$ cat src/hdl/pta_pkg.sv
package pta_pkg;

  // Field widths.
  localparam int SAMPLE_W = 8;
  localparam int LEVEL_W  = 7;
  localparam int CFG_IDX_W = 8;

  // Attenuation that means mute.
  localparam logic [LEVEL_W-1:0] MUTE_DB = 7'd64;

  // Guard values after reset.
  localparam logic [SAMPLE_W-1:0] LOW_GUARD_RESET  = 8'd15;
  localparam logic [SAMPLE_W-1:0] HIGH_GUARD_RESET = 8'hD0;

  // Division by three of an 8-bit value: (x * 171) >> 9 is exact for x below 512.
  localparam logic [SAMPLE_W-1:0] DIV3_RECIP = 8'd171;
  localparam int DIV3_SHIFT = 9;

  // Register indexes on the configuration port.
  localparam logic [CFG_IDX_W-1:0] REG_LOW_GUARD  = 8'd0;
  localparam logic [CFG_IDX_W-1:0] REG_HIGH_GUARD = 8'd1;

  // A target level travelling from the classifier into the queue.
  typedef struct packed {
    logic               valid;
    logic [LEVEL_W-1:0] level;
  } level_req_t;

endpackage

$ cat src/hdl/pot_to_attenuation_ramp_unit.sv
// Maps each volume-pot request to a target attenuation of 0 to 64 dB and emits every
// 1 dB level from the last applied level to that target, the target flagged as last.
// A request is classified in the cycle it is taken and placed in a queue of QUEUE_DEPTH
// targets. The stepper takes a target from the queue when idle and then produces
// one level per cycle while the output is taken, so a request yields
// |target - previous level| levels. A request whose target equals the kept level
// produces nothing. Guard registers are index 0 (low guard) and index 1 (high guard);
// writes are always taken.
module pot_to_attenuation_ramp_unit #(
  parameter int QUEUE_DEPTH = 2
) (
  input  logic                          clk,
  input  logic                          rst_n,
  input  logic                          in_valid,
  output logic                          in_ready,
  input  logic [pta_pkg::SAMPLE_W-1:0]  in_pot_sample,
  output logic                          out_valid,
  input  logic                          out_ready,
  output logic [pta_pkg::LEVEL_W-1:0]   out_atten_db,
  output logic                          out_last_step,
  input  logic                          cfg_valid,
  output logic                          cfg_ready,
  input  logic [pta_pkg::CFG_IDX_W-1:0] cfg_index,
  input  logic [pta_pkg::SAMPLE_W-1:0]  cfg_data
);

  pta_pkg::level_req_t         push;
  logic                        q_full;
  logic                        q_empty;
  logic                        q_pop;
  logic [pta_pkg::LEVEL_W-1:0] q_head;

  // Classifier and guard registers.
  pta_front u_front (
    .clk           (clk),
    .rst_n         (rst_n),
    .in_valid      (in_valid),
    .in_ready      (in_ready),
    .in_pot_sample (in_pot_sample),
    .cfg_valid     (cfg_valid),
    .cfg_ready     (cfg_ready),
    .cfg_index     (cfg_index),
    .cfg_data      (cfg_data),
    .q_full        (q_full),
    .push          (push)
  );

  // Queue of targets between classifier and stepper.
  pta_fifo #(
    .DEPTH (QUEUE_DEPTH)
  ) u_fifo (
    .clk   (clk),
    .rst_n (rst_n),
    .push  (push),
    .pop   (q_pop),
    .full  (q_full),
    .empty (q_empty),
    .head  (q_head)
  );

  // Stepper with output register.
  pta_back u_back (
    .clk           (clk),
    .rst_n         (rst_n),
    .q_empty       (q_empty),
    .q_head        (q_head),
    .q_pop         (q_pop),
    .out_valid     (out_valid),
    .out_ready     (out_ready),
    .out_atten_db  (out_atten_db),
    .out_last_step (out_last_step)
  );

endmodule

$ cat src/hdl/pta_front.sv
module pta_front (
  input  logic                           clk,
  input  logic                           rst_n,
  input  logic                           in_valid,
  output logic                           in_ready,
  input  logic [pta_pkg::SAMPLE_W-1:0]   in_pot_sample,
  input  logic                           cfg_valid,
  output logic                           cfg_ready,
  input  logic [pta_pkg::CFG_IDX_W-1:0]  cfg_index,
  input  logic [pta_pkg::SAMPLE_W-1:0]   cfg_data,
  input  logic                           q_full,
  output pta_pkg::level_req_t            push
);

  logic [pta_pkg::SAMPLE_W-1:0]   low_guard_r;
  logic [pta_pkg::SAMPLE_W-1:0]   high_guard_r;
  logic [pta_pkg::SAMPLE_W-1:0]   diff;
  logic [2*pta_pkg::SAMPLE_W-1:0] prod;
  logic [pta_pkg::LEVEL_W-1:0]    quot;
  logic [pta_pkg::LEVEL_W-1:0]    target;

  // Guard registers; writes to unknown indexes are dropped.
  assign cfg_ready = 1'b1;

  always_ff @(posedge clk) begin
    if (!rst_n) begin
      low_guard_r  <= pta_pkg::LOW_GUARD_RESET;
      high_guard_r <= pta_pkg::HIGH_GUARD_RESET;
    end else if (cfg_valid) begin
      if (cfg_index == pta_pkg::REG_LOW_GUARD) begin
        low_guard_r <= cfg_data;
      end
      if (cfg_index == pta_pkg::REG_HIGH_GUARD) begin
        high_guard_r <= cfg_data;
      end
    end
  end

  // Map the sample to a target level. The quotient by three uses a reciprocal.
  assign diff = in_pot_sample - low_guard_r;
  assign prod = diff * pta_pkg::DIV3_RECIP;
  assign quot = prod[2*pta_pkg::SAMPLE_W-1:pta_pkg::DIV3_SHIFT];

  always_comb begin
    if (in_pot_sample < low_guard_r) begin
      target = pta_pkg::MUTE_DB;
    end else if (in_pot_sample >= high_guard_r) begin
      target = '0;
    end else if (quot >= pta_pkg::MUTE_DB) begin
      target = '0;
    end else begin
      target = pta_pkg::MUTE_DB - quot;
    end
  end

  // A request is taken whenever the queue has room.
  assign in_ready   = !q_full;
  assign push.valid = in_valid && !q_full;
  assign push.level = target;

endmodule

$ cat src/hdl/pta_fifo.sv
module pta_fifo #(
  parameter int DEPTH = 2
) (
  input  logic                          clk,
  input  logic                          rst_n,
  input  pta_pkg::level_req_t           push,
  input  logic                          pop,
  output logic                          full,
  output logic                          empty,
  output logic [pta_pkg::LEVEL_W-1:0]   head
);

  localparam int PTR_W = (DEPTH > 1) ? $clog2(DEPTH) : 1;
  localparam int CNT_W = $clog2(DEPTH + 1);
  localparam logic [PTR_W-1:0] LAST_PTR = PTR_W'(DEPTH - 1);
  localparam logic [CNT_W-1:0] FULL_CNT = CNT_W'(DEPTH);

  logic [pta_pkg::LEVEL_W-1:0] mem_r [DEPTH];
  logic [PTR_W-1:0] wr_ptr_r;
  logic [PTR_W-1:0] rd_ptr_r;
  logic [CNT_W-1:0] count_r;
  logic             do_push;
  logic             do_pop;

  assign full    = (count_r == FULL_CNT);
  assign empty   = (count_r == '0);
  assign head    = mem_r[rd_ptr_r];
  assign do_push = push.valid && !full;
  assign do_pop  = pop && !empty;

  // Storage of queued target levels.
  always_ff @(posedge clk) begin
    if (do_push) begin
      mem_r[wr_ptr_r] <= push.level;
    end
  end

  // Pointers and fill count.
  always_ff @(posedge clk) begin
    if (!rst_n) begin
      wr_ptr_r <= '0;
      rd_ptr_r <= '0;
      count_r  <= '0;
    end else begin
      if (do_push) begin
        wr_ptr_r <= (wr_ptr_r == LAST_PTR) ? '0 : wr_ptr_r + 1'b1;
      end
      if (do_pop) begin
        rd_ptr_r <= (rd_ptr_r == LAST_PTR) ? '0 : rd_ptr_r + 1'b1;
      end
      if (do_push && !do_pop) begin
        count_r <= count_r + 1'b1;
      end else if (do_pop && !do_push) begin
        count_r <= count_r - 1'b1;
      end
    end
  end

endmodule

$ cat src/hdl/pta_back.sv
module pta_back (
  input  logic                          clk,
  input  logic                          rst_n,
  input  logic                          q_empty,
  input  logic [pta_pkg::LEVEL_W-1:0]   q_head,
  output logic                          q_pop,
  output logic                          out_valid,
  input  logic                          out_ready,
  output logic [pta_pkg::LEVEL_W-1:0]   out_atten_db,
  output logic                          out_last_step
);

  logic                        busy_r, busy_nxt;
  logic [pta_pkg::LEVEL_W-1:0] applied_r, applied_nxt;
  logic [pta_pkg::LEVEL_W-1:0] target_r, target_nxt;
  logic                        out_valid_r, out_valid_nxt;
  logic [pta_pkg::LEVEL_W-1:0] atten_r, atten_nxt;
  logic                        last_r, last_nxt;
  logic                        load_ok;
  logic [pta_pkg::LEVEL_W-1:0] step;

  assign load_ok = !out_valid_r || out_ready;
  assign q_pop   = !busy_r && !q_empty;
  assign step    = (applied_r < target_r) ? applied_r + 1'b1 : applied_r - 1'b1;

  // Pop a target when idle; walk one dB per cycle towards it while output is taken.
  always_comb begin
    busy_nxt      = busy_r;
    applied_nxt   = applied_r;
    target_nxt    = target_r;
    out_valid_nxt = out_valid_r && !out_ready;
    atten_nxt     = atten_r;
    last_nxt      = last_r;
    if (q_pop) begin
      target_nxt = q_head;
      busy_nxt   = (q_head != applied_r);
    end
    if (busy_r && load_ok) begin
      applied_nxt   = step;
      atten_nxt     = step;
      last_nxt      = (step == target_r);
      out_valid_nxt = 1'b1;
      busy_nxt      = (step != target_r);
    end
  end

  // Control state.
  always_ff @(posedge clk) begin
    if (!rst_n) begin
      busy_r      <= 1'b0;
      applied_r   <= '0;
      out_valid_r <= 1'b0;
    end else begin
      busy_r      <= busy_nxt;
      applied_r   <= applied_nxt;
      out_valid_r <= out_valid_nxt;
    end
  end

  // Payload registers.
  always_ff @(posedge clk) begin
    target_r <= target_nxt;
    atten_r  <= atten_nxt;
    last_r   <= last_nxt;
  end

  assign out_valid     = out_valid_r;
  assign out_atten_db  = atten_r;
  assign out_last_step = last_r;

`ifndef NO_ASSERTIONS
  // Levels shown never exceed mute.
  a_level_range: assert property (@(posedge clk) disable iff (!rst_n)
    out_valid_r |-> atten_r <= pta_pkg::MUTE_DB)
    else $error("attenuation level above mute");

  // While stepping, the target has not yet been reached.
  a_busy_not_done: assert property (@(posedge clk) disable iff (!rst_n)
    busy_r |-> applied_r != target_r)
    else $error("stepper busy at its target");

  // A run that is not finished continues with no gap.
  a_run_continues: assert property (@(posedge clk) disable iff (!rst_n)
    (out_valid_r && out_ready && !last_r) |=> out_valid_r)
    else $error("gap inside a run of steps");

  // The kept level is always what was last shown.
  a_applied_tracks: assert property (@(posedge clk) disable iff (!rst_n)
    out_valid_r |-> applied_r == atten_r)
    else $error("kept level differs from shown level");
`endif

endmodule

$ cat config.mk
export PLATFORM = sky130hd
export DESIGN_NAME = pot_to_attenuation_ramp_unit
export DESIGN_NICKNAME = d
export VERILOG_FILES = /design/src/hdl/pta_pkg.sv /design/src/hdl/pot_to_attenuation_ramp_unit.sv /design/src/hdl/pta_front.sv /design/src/hdl/pta_fifo.sv /design/src/hdl/pta_back.sv
export SDC_FILE = /design/constraint.sdc
export NUM_CORES = 1
export LEC_CHECK = 0
export BUFFER_PORTS_ARGS = -buffer_cell sky130_fd_sc_hd__clkbuf_2
export CAP_MARGIN = 0
export CORE_MARGIN = 10
export CORE_UTILIZATION = 60
export DETAILED_ROUTE_END_ITERATION = 6
export PLACE_DENSITY = 0.8
export SLEW_MARGIN = 20
export SYNTH_ARGS = -nofsm -noshare
export SYNTH_HDL_FRONTEND = slang
export SYNTH_SLANG_ARGS = --single-unit
$ cat constraint.sdc
create_clock -name clk -period 7.21 [get_ports clk]
set_input_delay 0.721 -clock clk [delete_from_list [all_inputs] [get_ports clk]]
set_output_delay 0.721 -clock clk [all_outputs]
set_load 0.01 [all_outputs]
==> results.md <==
- # rows: 32
- Ant. Diodes: 0
- Crit path launch type: primary input
- Worst Path Class, Setup: in -> reg
- Post-Syn Area: 0.00471 mm^2
- Fin cells: 629
- Clock latency on the worst-skew pair: 0.34 ns
- Synth Flop Type: dfxtp_1
- Total gr overflow: 0
- Leakage Power: 2.47 nW
- CP arrival: 6.40 ns
- Commonest cells after routing, fill and taps aside: 77 x inv_1, 69 x ha_1, 38 x clkbuf_2, 30 x dfxtp_1
- Num CTS Buffers: 9
- Worst hold stages: 2
- Clk root buf: clkbuf_8
- Fillers: 628
- Drt total wl: 9090 um
- Clock Path Buffers: 2
- CTS tree: done
- Clock slew at reported path FFs: 0.07 ns
- Sequential share of the synthesized area: 31.3%
- Critical-path cell with the highest stage delay: fa_1
- Most common cell after layout, fill and taps aside: inv_1
- CTS sink count: 59
- Syn_area_per_cell: 9.73 um^2
- Die X: 109 um
- Yosys warns: 0
- Post-synth EDFFs: 29
- Detailed router's first-iteration violation count: 105
- Max Slew Vio Count: 0
- Worst Path Buf+Inv: 3
- GP Congestion: 0.942
- Remaining routing DRC violations: 0
- Place WS: 0.626 ns
- Share of cells above drive strength 1: 13.9%
- Fin crit period: 6.24 ns
- Max-cap violations: 0
- Critical path required time: 7.37 ns
- Depth of the CTS H-tree: 3
- I/O pin total: 40
- Slew headroom: 33.7%
- Net count reported at finish: 634
- Cells along the critical path: clkbuf_2 > ha_1 > nor2b_1 > o21ai_0 > a21boi_0 > o21ai_0 > a21boi_0 > nor2_1 > fa_1 > inv_1 > fa_1 > fa_1 > inv_1 > ha_1 > a211oi_2 > o221ai_2 > a31oi_1 > xor2_1 > ha_1 > or2_2 > nor3_2 > o211ai_2 > nor3b_2
- DRT Pass-1 Iters: 4
- CP delay by family, top: adder cells
- HPWL after DPL: 7470 um
- GR Util All Layers: 16.1%
- Number of global-route vias before repair: 3,416
- Initial antenna violation count: 0
- Die area: 0.0118 mm^2
- Routed Antenna Nets: 0
- R2r worst-path depth: 23
- Outcome: finished clean
- Hold Fails Final Rpt: 0
- RSZ-0062 raised after global routing: false
- Maximum fanout along the worst path: 6
- Initial Util: 61.2%
- TNS Setup: 0 ns
- Placed cells: 613
- Synthesized net count: 596
- VDD IR max: 374 uV
- Vias: 3,412
- Area grow syn2layout: 9.73%
- Post_cts resized: 0
- Cell depth of the worst setup path: 23
- Final Skew: 0.0136 ns
- Fin crit share: 86.5%
- WL per Instance: 14.5 um
- Post-synth cell types: 60
- Worst-margin pin slew: 0.991 ns
- First-pass GRT wire length: 15,500 um
- Vias/cell: 5.42
- Post-CTS Setup Inserts: 0
- Die H: 109 um
- Worst path max stage delay: 0.58 ns
- Maximum clock rate: 160 MHz
- FFs w/ async S/R, synth: 0%
- Setup crit end kind: register
- Power Density: 362 mW/mm^2
- Flops & latches, synth: 59
- Largest net degree at the start of global routing: 31
- PortBufs: 38
- Final setup vio count: 0
- Cells after Synth: 484
- Worst Hold Class: reg -> reg
- Setup WS post-layout: 0.973 ns
- Core Area: 0.00769 mm^2
- Hold Buf Count CTS: 0
[kinds of logic (layout without fill, tap and decap cells)]
family | Yosys count | after routing | share of synthesized area, %
simple gates | 119 | 119 | 13.3
xor+xnor | 33 | 33 | 6.14
flops | 59 | 59 | 31.3
compound gates | 72 | 72 | 11.2
other cells | 1 | 1 | 0.0797
buf+inv | 89 | 132 | 7.50
fa+ha+maj | 83 | 83 | 24.3
mux | 28 | 28 | 6.22
[metrics by stage]
stage	area [um^2]	power, mW	hold slack, ns	util, %
finish	5160	1.87	0.492	67.2
global route	5160	2.03	0.540	67.2
CTS	5160	1.88	0.494	67.2
detailed placement	4960	1.57	0.465	64.6
global placement	4960	1.53	0.459	64.6
floorplan	4710	1.36	0.445	-
[path summary, 6_finish.rpt]
| path | slack (ns) | endpoint | from |
|---|---|---|---|
| max reg2reg | 1.11 | u_fifo.mem_r[1][2] | u_front.low_guard_r[1] |
| min reg2reg | 0.49 | u_front.high_guard_r[4] | u_front.high_guard_r[4] |
| max | 0.97 | u_fifo.mem_r[1][2] | in_pot_sample[1] |
| min | 0.49 | u_front.high_guard_r[4] | u_front.high_guard_r[4] |
[where the power goes]
group	switching [mW]	total [mW]	internal, mW
clock network	0.140	0.302	0.162
registers	0.0433	0.531	0.487
logic	0.592	1.04	0.446
[tightest hold or removal path: cells and delay by family (launching register included)]
family / cells / cell delay [ns]
muxes: 1 / 0.07
and+or+nand+nor: 1 / 0.06
DFF: 1 / 0.34
[layer usage]
| layer | vias up | global-route usage [%] | share of wire (%) |
|---|---|---|---|
| li1 | 1731 | - | - |
| met1 | 1621 | 18.6 | 42 |
| met2 | 42 | 28.6 | 53 |
| met3 | 18 | 3.39 | 2.7 |
| met4 | 0 | 5.65 | 2.1 |
| met5 | - | 0 | 0 |
[synth_stat cells (6+ instances only)]
cell type	instances	area share, %
inv_1	77	6.1
ha_1	69	18
dfxtp_1	30	13
edfxtp_1	29	19
nor2_1	29	2.3
nand2_1	23	1.8
xnor2_1	23	4.3
mux2i_1	21	4.5
nor2b_1	18	2.4
fa_1	14	6.0
o21ai_0	14	1.5
a21oi_1	11	1.2
xor2_1	10	1.9
and2_1	8	1.1
nand2b_1	8	1.1
a31oi_1	7	0.93
nor3_1	7	0.74
a21o_1	6	0.96
clkbuf_1	6	0.48
mux2_2	6	1.4
o211ai_1	6	0.96
[flip-flops by register name (all words and copies together), names as in the netlist, named ones only]
name	cells
u_back.out_atten_db	7
u_back.busy_r	1
u_back.target_r	7
u_fifo.wr_ptr_r	1
u_fifo.rd_ptr_r	1
u_fifo.mem_r	14
u_front.low_guard_r	8
u_fifo.count_r	2
u_back.applied_r	7
u_front.high_guard_r	8
u_back.out_valid	1
u_back.out_last_step	1
[layout make-up]
type                       instances  area [um^2]  share of cell area (%)
sequential                        59         1470                    28.5
timing repair buffer              38          190                    3.68
clock buffer                       9          124                    2.40
inverter                          78          293                    5.67
tap                              102          128                    2.47
clock inverter                     7         76.3                    1.48
multi-input combinational        336         2880                    55.8
No activity file was read; power rests on OpenSTA's default activity.
